===== src/rtl/core/triangle_tangent_binormal_top_macros.svh =====
// ----------------------------------------------------------------------------
// Assertion macros for the triangle tangent/binormal block
// Simulation builds expand them into concurrent assertions; synthesis builds
// see empty bodies.
// ----------------------------------------------------------------------------
`ifndef TRIANGLE_TANGENT_BINORMAL_TOP_MACROS_SVH
`define TRIANGLE_TANGENT_BINORMAL_TOP_MACROS_SVH
`ifndef SYNTHESIS
// Consequent must hold in the same cycle as the antecedent.
`define TTB_ASSERT_NOW(lbl, clk, rst, ante, cons, msg) \
  lbl: assert property (@(posedge clk) disable iff (rst) (ante) |-> (cons)) \
    else $error(msg);
// Consequent must hold in the cycle after the antecedent.
`define TTB_ASSERT_NEXT(lbl, clk, rst, ante, cons, msg) \
  lbl: assert property (@(posedge clk) disable iff (rst) (ante) |=> (cons)) \
    else $error(msg);
`else
`define TTB_ASSERT_NOW(lbl, clk, rst, ante, cons, msg)
`define TTB_ASSERT_NEXT(lbl, clk, rst, ante, cons, msg)
`endif
`endif


===== src/rtl/core/ttb_pkg.sv =====
// ----------------------------------------------------------------------------
// ttb_pkg
// Types, codes and the microcode table shared by the tangent/binormal block.
// ----------------------------------------------------------------------------
package ttb_pkg;

  // Data widths.
  localparam int DW        = 32;
  localparam int PW        = 2 * DW;
  localparam int IN_W      = 5 * DW;
  localparam int OUT_W     = 6 * DW;
  localparam int NUM_LANES = 6;
  localparam int QBITS     = DW + 1;

  localparam logic [DW-1:0] SAT_MAX = 32'h7FFF_FFFF;
  localparam logic [DW-1:0] SAT_MIN = 32'h8000_0000;

  // Multiplier operand A file: position deltas plus du1 and dv1.
  localparam int A_DEPTH = 8;
  localparam logic [2:0] A_DP1X = 3'd0;
  localparam logic [2:0] A_DP1Y = 3'd1;
  localparam logic [2:0] A_DP1Z = 3'd2;
  localparam logic [2:0] A_DP2X = 3'd3;
  localparam logic [2:0] A_DP2Y = 3'd4;
  localparam logic [2:0] A_DP2Z = 3'd5;
  localparam logic [2:0] A_DU1  = 3'd6;
  localparam logic [2:0] A_DV1  = 3'd7;

  // Multiplier operand B file: texture coordinate deltas.
  localparam int B_DEPTH = 4;
  localparam logic [1:0] B_DU1 = 2'd0;
  localparam logic [1:0] B_DV1 = 2'd1;
  localparam logic [1:0] B_DU2 = 2'd2;
  localparam logic [1:0] B_DV2 = 2'd3;

  // Accumulator registers.
  localparam int NUM_ACC = 7;
  localparam logic [2:0] ACC_DET = 3'd0;
  localparam logic [2:0] ACC_T0  = 3'd1;
  localparam logic [2:0] ACC_T1  = 3'd2;
  localparam logic [2:0] ACC_T2  = 3'd3;
  localparam logic [2:0] ACC_B0  = 3'd4;
  localparam logic [2:0] ACC_B1  = 3'd5;
  localparam logic [2:0] ACC_B2  = 3'd6;

  // Accumulator operations on the previous product.
  localparam logic [1:0] ACC_NONE = 2'd0;
  localparam logic [1:0] ACC_LOAD = 2'd1;
  localparam logic [1:0] ACC_SUB  = 2'd2;

  // Step actions.
  localparam logic [1:0] ACT_NONE   = 2'd0;
  localparam logic [1:0] ACT_TAKE   = 2'd1;
  localparam logic [1:0] ACT_DIV_GO = 2'd2;
  localparam logic [1:0] ACT_EMIT   = 2'd3;

  // Hold conditions: the step repeats until its condition is met.
  localparam logic [1:0] W_NONE  = 2'd0;
  localparam logic [1:0] W_THIRD = 2'd1;
  localparam logic [1:0] W_DIV   = 2'd2;
  localparam logic [1:0] W_OUT   = 2'd3;

  // Branch conditions, checked once the hold condition is met.
  localparam logic [1:0] BR_NEVER    = 2'd0;
  localparam logic [1:0] BR_ALWAYS   = 2'd1;
  localparam logic [1:0] BR_DET_ZERO = 2'd2;

  localparam int PC_W = 5;
  localparam logic [PC_W-1:0] PC_IDLE = 5'd0;
  localparam logic [PC_W-1:0] PC_EMIT = 5'd18;

  typedef struct packed {
    logic [1:0]      act;
    logic [2:0]      sel_a;
    logic [1:0]      sel_b;
    logic [1:0]      acc_op;
    logic [2:0]      acc_dst;
    logic [1:0]      wait_on;
    logic [1:0]      br;
    logic [PC_W-1:0] target;
  } uword_t;

  // Sequencer to datapath: current control word and its hold status.
  typedef struct packed {
    uword_t w;
    logic   go;
  } ctrl_t;

  // Datapath and port status seen by the sequencer.
  typedef struct packed {
    logic third_in;
    logic div_idle;
    logic out_free;
    logic det_zero;
  } stat_t;

  // Saturating difference minuend - subtrahend on signed 32-bit values.
  function automatic logic [DW-1:0] sat_sub(input logic [DW-1:0] minuend,
                                            input logic [DW-1:0] subtrahend);
    logic [DW:0] d;
    d = {minuend[DW-1], minuend} - {subtrahend[DW-1], subtrahend};
    if (d[DW] != d[DW-1]) begin
      return d[DW] ? SAT_MIN : SAT_MAX;
    end
    return d[DW-1:0];
  endfunction

  function automatic uword_t mk(input logic [1:0] act, input logic [2:0] sel_a,
                                input logic [1:0] sel_b, input logic [1:0] acc_op,
                                input logic [2:0] acc_dst, input logic [1:0] wait_on,
                                input logic [1:0] br, input logic [PC_W-1:0] target);
    uword_t u;
    u.act     = act;
    u.sel_a   = sel_a;
    u.sel_b   = sel_b;
    u.acc_op  = acc_op;
    u.acc_dst = acc_dst;
    u.wait_on = wait_on;
    u.br      = br;
    u.target  = target;
    return u;
  endfunction

  // Microcode: determinant, six numerators, divide, emit.
  // A product started in one step is accumulated in the next.
  function automatic uword_t ucode_rom(input logic [PC_W-1:0] pc);
    uword_t u;
    unique case (pc)
      5'd0:  u = mk(ACT_TAKE, A_DP1X, B_DU1, ACC_NONE, ACC_DET, W_THIRD, BR_NEVER, PC_IDLE);
      5'd1:  u = mk(ACT_NONE, A_DU1, B_DV2, ACC_NONE, ACC_DET, W_NONE, BR_NEVER, PC_IDLE);
      5'd2:  u = mk(ACT_NONE, A_DV1, B_DU2, ACC_LOAD, ACC_DET, W_NONE, BR_NEVER, PC_IDLE);
      5'd3:  u = mk(ACT_NONE, A_DP1X, B_DV2, ACC_SUB, ACC_DET, W_NONE, BR_NEVER, PC_IDLE);
      5'd4:  u = mk(ACT_NONE, A_DP2X, B_DV1, ACC_LOAD, ACC_T0, W_NONE, BR_DET_ZERO, PC_EMIT);
      5'd5:  u = mk(ACT_NONE, A_DP1Y, B_DV2, ACC_SUB, ACC_T0, W_NONE, BR_NEVER, PC_IDLE);
      5'd6:  u = mk(ACT_NONE, A_DP2Y, B_DV1, ACC_LOAD, ACC_T1, W_NONE, BR_NEVER, PC_IDLE);
      5'd7:  u = mk(ACT_NONE, A_DP1Z, B_DV2, ACC_SUB, ACC_T1, W_NONE, BR_NEVER, PC_IDLE);
      5'd8:  u = mk(ACT_NONE, A_DP2Z, B_DV1, ACC_LOAD, ACC_T2, W_NONE, BR_NEVER, PC_IDLE);
      5'd9:  u = mk(ACT_NONE, A_DP2X, B_DU1, ACC_SUB, ACC_T2, W_NONE, BR_NEVER, PC_IDLE);
      5'd10: u = mk(ACT_NONE, A_DP1X, B_DU2, ACC_LOAD, ACC_B0, W_NONE, BR_NEVER, PC_IDLE);
      5'd11: u = mk(ACT_NONE, A_DP2Y, B_DU1, ACC_SUB, ACC_B0, W_NONE, BR_NEVER, PC_IDLE);
      5'd12: u = mk(ACT_NONE, A_DP1Y, B_DU2, ACC_LOAD, ACC_B1, W_NONE, BR_NEVER, PC_IDLE);
      5'd13: u = mk(ACT_NONE, A_DP2Z, B_DU1, ACC_SUB, ACC_B1, W_NONE, BR_NEVER, PC_IDLE);
      5'd14: u = mk(ACT_NONE, A_DP1Z, B_DU2, ACC_LOAD, ACC_B2, W_NONE, BR_NEVER, PC_IDLE);
      5'd15: u = mk(ACT_NONE, A_DP1X, B_DU1, ACC_SUB, ACC_B2, W_NONE, BR_NEVER, PC_IDLE);
      5'd16: u = mk(ACT_DIV_GO, A_DP1X, B_DU1, ACC_NONE, ACC_DET, W_NONE, BR_NEVER,
                    PC_IDLE);
      5'd17: u = mk(ACT_NONE, A_DP1X, B_DU1, ACC_NONE, ACC_DET, W_DIV, BR_NEVER, PC_IDLE);
      5'd18: u = mk(ACT_EMIT, A_DP1X, B_DU1, ACC_NONE, ACC_DET, W_OUT, BR_ALWAYS, PC_IDLE);
      default: u = mk(ACT_NONE, A_DP1X, B_DU1, ACC_NONE, ACC_DET, W_NONE, BR_ALWAYS,
                      PC_IDLE);
    endcase
    return u;
  endfunction

endpackage


===== src/rtl/core/ttb_seq.sv =====
// ----------------------------------------------------------------------------
// ttb_seq
// Step counter and microcode table; holds a step until its condition is met
// and takes the step's branch when its branch condition holds.
// ----------------------------------------------------------------------------
module ttb_seq import ttb_pkg::*; (
  input  logic  clk,
  input  logic  rst,
  input  stat_t stat,
  output ctrl_t ctrl
);

  logic [PC_W-1:0] pc;
  logic [PC_W-1:0] pc_next;
  uword_t          w;
  logic            go;
  logic            br_taken;

  assign w = ucode_rom(pc);

  // Hold condition of the current step.
  always_comb begin
    unique case (w.wait_on)
      W_NONE:  go = 1'b1;
      W_THIRD: go = stat.third_in;
      W_DIV:   go = stat.div_idle;
      W_OUT:   go = stat.out_free;
    endcase
  end

  // Branch condition of the current step.
  always_comb begin
    unique case (w.br)
      BR_NEVER:    br_taken = 1'b0;
      BR_ALWAYS:   br_taken = 1'b1;
      BR_DET_ZERO: br_taken = stat.det_zero;
      default:     br_taken = 1'b0;
    endcase
  end

  // Next step.
  always_comb begin
    if (!go) begin
      pc_next = pc;
    end else if (br_taken) begin
      pc_next = w.target;
    end else begin
      pc_next = pc + PC_W'(1);
    end
  end

  always_ff @(posedge clk) begin
    if (rst) begin
      pc <= PC_IDLE;
    end else begin
      pc <= pc_next;
    end
  end

  assign ctrl.w  = w;
  assign ctrl.go = go;

endmodule


===== config.mk =====
export PLATFORM = sky130hd
export DESIGN_NAME = ttb_seq
export DESIGN_NICKNAME = d
export VERILOG_FILES = /design/src/rtl/core/triangle_tangent_binormal_top_macros.svh /design/src/rtl/core/ttb_pkg.sv /design/src/rtl/core/ttb_seq.sv
export SDC_FILE = /design/constraint.sdc
export NUM_CORES = 1
export LEC_CHECK = 0
export BUFFER_PORTS_ARGS = -buffer_cell sky130_fd_sc_hd__buf_2
export CAP_MARGIN = 5
export CORE_MARGIN = 1.5
export CORE_UTILIZATION = 50
export CTS_BUF_LIST = sky130_fd_sc_hd__clkbuf_4 sky130_fd_sc_hd__clkbuf_8
export CTS_CLUSTER_DIAMETER = 200
export DETAILED_ROUTE_END_ITERATION = 6
export PLACE_DENSITY = 0.74
export SETUP_SLACK_MARGIN = 0.4
export SLEW_MARGIN = 30
export SYNTH_ARGS = -nofsm -noshare
export SYNTH_HDL_FRONTEND = slang
export SYNTH_SLANG_ARGS = --single-unit

===== constraint.sdc =====
create_clock -name clk -period 3.6 [get_ports clk]
set_clock_uncertainty 0.1 [all_clocks]
set_input_delay 0.72 -clock clk [delete_from_list [all_inputs] [get_ports clk]]
set_output_delay 0.72 -clock clk [all_outputs]
set_load 0.005 [all_outputs]

# After elaboration in Yosys (flattened, before gate mapping)
# Memories as Yosys holds them, arrays and structs flattened. A register that Yosys moved wholly into a read port is not among the register bits.
# Cells that the tools add are included.
totals:
  regBits: 5
  romBits: 576
  word_cells: 14
  mem_count: 1
op_classes:
  addsub: 1
  eq_ne: 5
  mux: 5
  reduce_logical: 1
memory_table:
  columns: ["name", "depth", "word_bits", "rd", "rd_clocked_by_memory_dff", "wr", "line_no", "source"]
  rows:
  - ["(name not given)", 32, 18, 1, 1, 0, "ttb_pkg.sv:128", "unique case (pc)"]
op_table:
  columns: ["op", "n"]
  rows:
  - ["$mux W5", 3]
  - ["$eq A2 B2 Y1 const B", 3]
  - ["$add A5 B1 Y5 const B", 1]
  - ["$eq A2 B1 Y1 const B", 2]
  - ["$pmux W1 S4", 1]
  - ["$logic_not A2 Y1", 1]
  - ["$pmux W1 S2", 1]

# Logic depth before layout (Yosys ltp)
# Gate-level depths: netlist of run 1.
logic_depth:
  ltp_word: 5
  depth_mapped: 12
  depth_no_buf: 11

# Worst setup path after synthesis of run 1
# No wires, ideal clock.
synth_path:
  kind: "input port to flip-flop"
  from: "input port stat[1] (netlist bit)"
  to: "register w[17] (netlist name)"
  arrival_ns: 2.576
  t_required_ns: 3.421
  path_slack_ns: 0.845
  path_stages: 9
  cell_sequence: "mux2i_1 a21o_4 or3_2 a21oi_1 inv_1 ha_1 a211oi_1 a211oi_1 a211oi_2"
synth_between:
  elab_chain_cells: 3
synth_lines:
  columns: ["element", "line_no", "source"]
  rows:
  - ["start, declared", "ttb_seq.sv:9", "input stat_t stat,"]
  - ["$pmux W1 S4", "ttb_seq.sv:23", "unique case (w.wait_on)"]
  - ["$mux W5 (no source line) (2 in series)", null, null]
# No other way between the ends.
# A chain may end at the register's enable or synchronous reset.

# Final worst setup path of run 1
layout_path:
  from: "register w[6] (netlist name)"
  to: "register w[18] (netlist name)"
layout_between:
  elab_chain_cells: 5
  word_cells_on_any_way: 6
  cone_classes: "2 x eq/ne; 4 x mux"
layout_lines:
  columns: ["element", "line_no", "source"]
  rows:
  - ["$eq A2 B2 Y1 / $eq A2 B1 Y1 (equally long branches)", "ttb_seq.sv:33", "unique case (w.br)"]
  - ["$pmux W1 S2 *", "ttb_seq.sv:33", null]
  - ["$mux W5 *", "ttb_seq.sv:45", "end else if (br_taken) begin"]
  - ["$mux W5 (no source line) * (2 in series)", null, null]
# Mark *: on every way between the ends. The rest lies on a longest branch, timed or not.

==> out/results.ini, run 1 <==
[grt]
grt_usage_pct=21.2
antenna_found_initial=0
grt_pass1_vias=980
overflow=0
grt_pass1_wl_um=4320
grt_max_degree=16

[yosys]
ys.flop_type=dfxtp_1
synth_top_cell_by_area=dfxtp_1
synth_area_leaders=dfxtp_1, ha_1, a21oi_1
synth_top_cell_area_share_pct=31.9
synth_edf_count=0
synthesis.area_mm2=0.00126
ys_seq_area_share_pct=31.9
synth.distinct_cells=45
syn_area_per_cell_um2=8.72
syn_inst=144
yosys_warnings=0
synth-seq-cells=20
synthArstFlopShare_pct=0

[clock_network]
cts_made_buffers=3
cts_tree=yes
h-tree-depth=1
clk_latency_ns=0.30
cts_root_buf=clkbuf_4
hold_buffers=0
path_clk_slew_ns=0.11
clk_path_buf_depth=2
cts.sinks=20

[floorplanning]
die_w_um=53.1
coreArea_mm2=0.00230
core.rowCount=17
die_h_um=53.1
initial_utilization_pct=54.7
io_pins=28
die_area_mm2=0.00282

[power]
pwr-share-seq_pct=43.0
pwr-share-comb_pct=38.4
swShare_pct=34.7
vdd.ir_drop.worst_v=0.000247
p_clk_share_pct=18.6
p_leak_uw=0.000623
power_density_mw_per_mm2=500
p_int_uw=446
switchingPower_uw=237

[finish]
diodes=0
synthToLayoutAreaGrowth_pct=8.76
final_common_cell=buf_2
final_cell_mix=buf_2, dfxtp_1, inv_1
drive_gt1_share_pct=26.7
final_nets=177

[sta]
maxSlewHeadroom_pct=52.8
fin_setup_tns_ns=0
setup_viol=0
drv_slew=0
worst_pin_slew_ns=0.708
rsz0062_at_grt=no
layout_min_cycle_time_ns=2.85
hold_violations=0
fin_ws_ns=0.746
fin_crit_sh_pct=79.3
max_freq_mhz=350

[status]
status=finished clean

[worst_setup_path]
cp_max_fo=6
arrival_ns=2.91
r2r_start=w[6]
crit_type=register to register
reg2reg_depth=10
worstSetupStartpoint=w[6]
start_kind=register
cp.required_ns=3.66
cp-end-kind=register

[placement]
io_buffer_count=24
dp_hpwl_um=2020
gp_congestion=0.983
pre_cts_ws_ns=0.470

[routing]
drt_wl_total_um=2650
via_count=1090
drt_iter0_markers=24
wl_per_cell_um=14.0
detail-route-antenna-nets=0
drc_errors=0
post_drt_via_cell_ratio=5.77
drtPass1Iterations=4

[hold_path]
hold_class=register to register
hold_start=pc[4]
worstHoldPathCells=2

[run]
cap_violations=0

[critical path: stages, from the launching register on]
cell and delay, ns:
dfxtp_1 0.43, inv_1 0.08, ha_1 0.23, a21oi_2 0.18
nor2_1 0.14, or3_2 0.48, a21oi_2 0.21, inv_1 0.13
ha_1 0.35, a221oi_1 0.29, a311oi_1 0.08
[final cells by class]
class | instances | area (µm²)
well taps | 28 | 35.0
repair buffers | 24 | 120
flip-flops and latches | 20 | 400
clock buffers | 4 | 36.3
fillers | 205 | 931
inverters | 17 | 73.8
multi-input cells | 96 | 701
[cells by family (layout without fill, tap and decap cells)]
logic type / after synthesis / in the layout / share of synthesized area, %
AO/OA/AOI/OAI: 46 / 46 / 28.2
adder cells (fa/ha/maj): 9 / 9 / 8.96
buffers and inverters: 30 / 45 / 13.5
flip-flops: 20 / 20 / 31.9
multiplexers: 4 / 4 / 3.19
other: 1 / 3 / 0.299
AND/OR/NAND/NOR: 34 / 34 / 13.9
[flip-flops by register name, summed over array words and instances (netlist names)]
name,count
w,15
pc,5
[cell usage after synthesis, types with 2 or more instances]
cell / instances
a21oi_1: 12
nand4_1: 2
dfxtp_1: 20
buf_4: 8
nor3_1: 2
clkinv_4: 2
o21ai_0: 7
nor2_1: 8
buf_2: 2
nand3_1: 6
a21boi_0: 2
buf_6: 2
ha_1: 9
a311o_1: 2
a21o_1: 2
nand2_1: 6
o211ai_1: 3
a211o_1: 2
mux2i_1: 4
and3_1: 3
inv_1: 14
a211oi_1: 3
[what timing repair did]
item | 4_1_cts | 5_1_grt
gates resized for setup | 0 | 2
setup endpoints to repair | 0 | 2
buffers inserted | 0 | 0
[per-layer routing]
layer / vias to the layer above / part of all wire [%] / track usage, %
met5: - / 0 / 0
met4: 0 / 0.94 / 5.13
met3: 4 / 7.6 / 5.93
met2: 47 / 48 / 36.5
met1: 496 / 44 / 26.0
li1: 543 / - / -
[per-stage QoR]
stage               util [%]  cells  hold WS (ns)  power, µW  cell area, µm²
global placement        57.6    185         0.543        550            1320
CTS                     59.2    189         0.566        686            1360
floorplan                  -    146         0.535        492            1260
finish                  59.5    189         0.565        683            1370
global route            59.5    189         0.604        739            1370
detailed placement      57.6    185         0.549        555            1320
[power groups by stage]
stage                     combinational [µW]  clock, µW  sequential [µW]
after floorplan                          197          0              295
after global placement                   255          0              295
after detailed placement                 258          0              297
after CTS                                260        133              293
after global routing                     295        144              300
final                                    262        127              294
[final timing paths]
path,to,slack [ns]
hold / removal,pc[4],0.57
hold reg to reg,pc[4],0.57
setup reg to reg,w[18],0.75
setup / recovery,w[18],0.75
Note: power is estimated with default switching activity, not from simulation.
==> inputs of run 2 (changes only) <==
- clock period: 3.6 -> 2.7 ns (I/O delays scaled with it)
==> out/results.ini, run 2 (synthesis gave the netlist of run 1 again) <==
[power]
pwr-share-comb_pct=46.6  ; +8.2 points
p_int_uw=678  ; +52%
swShare_pct=35.4  ; +0.75 points
vdd.ir_drop.worst_v=0.000475  ; +92%
pwr-share-seq_pct=37.2  ; -5.8 points
p_total_uw=1050  ; +54%
switchingPower_uw=371  ; +57%
p_clk_share_pct=16.2  ; -2.4 points
power_density_mw_per_mm2=635  ; +27%
p_leak_uw=0.000737  ; +18%

[floorplanning]
io_pins=28  ; unchanged
die_h_um=53.1  ; unchanged
core.rowCount=17  ; unchanged
initial_utilization_pct=54.7  ; unchanged
die_w_um=53.1  ; unchanged
die_area_mm2=0.00282  ; unchanged
coreArea_mm2=0.00230  ; unchanged

[placement]
gp_congestion=0.881  ; -10%
place_area_mm2=0.00145  ; +9.8%
io_buffer_count=24  ; unchanged
dp_hpwl_um=2320  ; +15%

[clock_network]
cts_root_buf=clkbuf_4
cts.sinks=20  ; unchanged
clk_path_buf_depth=2  ; unchanged
clk_latency_ns=0.30  ; about the same
cts_made_buffers=3  ; unchanged
path_clk_slew_ns=0.10  ; about the same
h-tree-depth=1  ; unchanged
cts_tree=yes
hold_buffers=0  ; unchanged

[finish]
final_common_cell=buf_2
final_cell_mix=buf_2, buf_4, dfxtp_1
final_nets=197  ; +11%
utilization_pct=71.9  ; +12 points
diodes=0  ; unchanged
synthToLayoutAreaGrowth_pct=31.5
nFillCells=168  ; -18%
fin_area_mm2=0.00165  ; +21%
largest_register_ffs=15  ; unchanged
drive_gt1_share_pct=47.0  ; +20 points

[hold_path]
hold_class=input pin to register
worstHoldPathCells=2  ; unchanged

[sta]
layout_min_cycle_time_ns=2.29  ; -0.559 ns
drv_slew=0  ; unchanged
maxSlewHeadroom_pct=64.9  ; +12 points
rsz0062_at_grt=yes
setup_viol=0  ; unchanged
max_freq_mhz=436  ; +24%
worst_pin_slew_ns=0.520  ; -0.187 ns
hold_slack_ns=0.574  ; +0.00866 ns
fin_crit_sh_pct=85.0  ; +5.7 points
hold_violations=0  ; unchanged
fin_setup_tns_ns=0  ; unchanged

[worst_setup_path]
cp_max_fo=4  ; -2
start_kind=register
crit_type=register to register
reg2reg_depth=11  ; +1
cp.required_ns=2.79  ; -0.87 ns
cp-end-kind=register
arrival_ns=2.38  ; -0.53 ns

[grt]
grt_pass1_wl_um=5000  ; +16%
grt_max_degree=16  ; unchanged
antenna_found_initial=0  ; unchanged
overflow=0  ; unchanged
grt_usage_pct=24.3  ; +3.1 points
grt_pass1_vias=1161  ; +18%

[routing]
wl_per_cell_um=15.5  ; +11%
post_drt_via_cell_ratio=5.89  ; +2.0%
drtPass1Iterations=4  ; unchanged
detail-route-antenna-nets=0  ; unchanged
drt_wl_total_um=3240  ; +22%
drc_errors=0  ; unchanged
drt_iter0_markers=53  ; +120%
via_count=1230  ; +13%

[run]
cap_violations=0  ; unchanged

[status]
status=finished clean

run 2: changes by cell type in the layout (fill, tap and decap cells not counted), moves of 3 or more:
cell,before,now
dfxtp_1,20,17
inv_1,14,11
ha_1,9,4
nor2_1,8,5
buf_4,0,19
ha_4,0,4
run 2: through the flow:
step	setup WS, ns	instances
6_report	0.405	209
5_1_grt	0.300	209
4_1_cts	0.390	201
3_5_place_dp	0.201	192
3_3_place_gp	0.262	192
2_1_floorplan	0.403	146
run 2: repair_timing:
action                     4_1_cts  5_1_grt
buffers inserted                 5        8
cloned                           0        0
pin swaps                        2        9
hold endpoints to repair         0        0
gates resized for setup          6       15
setup endpoints to repair       12       11
run 2: power by group through the flow:
| stage | clock (µW) | combinational [µW] | sequential (µW) |
|---|---|---|---|
| 2_1_floorplan | 0 | 313 | 394 |
| 3_3_place_gp | 0 | 417 | 395 |
| 3_5_place_dp | 0 | 426 | 396 |
| 4_1_cts | 177 | 444 | 388 |
| 5_1_grt | 191 | 537 | 398 |
| 6_report | 170 | 489 | 391 |
run 2: routing by layer:
layer  GRT usage, %  share of wire, %  vias up
li1               -                 -      584
met1           28.3                41      574
met2           42.3                49       63
met3           7.06               7.9        9
met4           8.12               1.9        0
met5              0                 0        -
run 2: layout make-up:
cell class	count	area, µm²	share of cell area, %
multi-input combinational	96	821	49.7
sequential	20	407	24.6
timing repair buffer	44	274	16.6
inverter	17	78.8	4.77
clock buffer	4	36.3	2.20
tap	28	35.0	2.12
run 2: path summary, 6_finish.rpt:
path,from,to,slack [ns]
worst max register to register,w[5],w[18],0.41
worst min register to register,pc[4],w[9],0.59
worst min-delay path,rst,pc[0],0.57
worst max-delay path,w[5],w[18],0.41
run 2: worst max-delay path, cell delays in order (launching register included):
cell and delay (ns):
dfxtp_2 0.34, buf_6 0.12, ha_4 0.16, a21oi_4 0.14, nor2_4 0.06, or3_4 0.35, a21oi_4 0.19, inv_4 0.07
ha_4 0.28, nor2_2 0.04, a221oi_2 0.27, a311oi_2 0.06
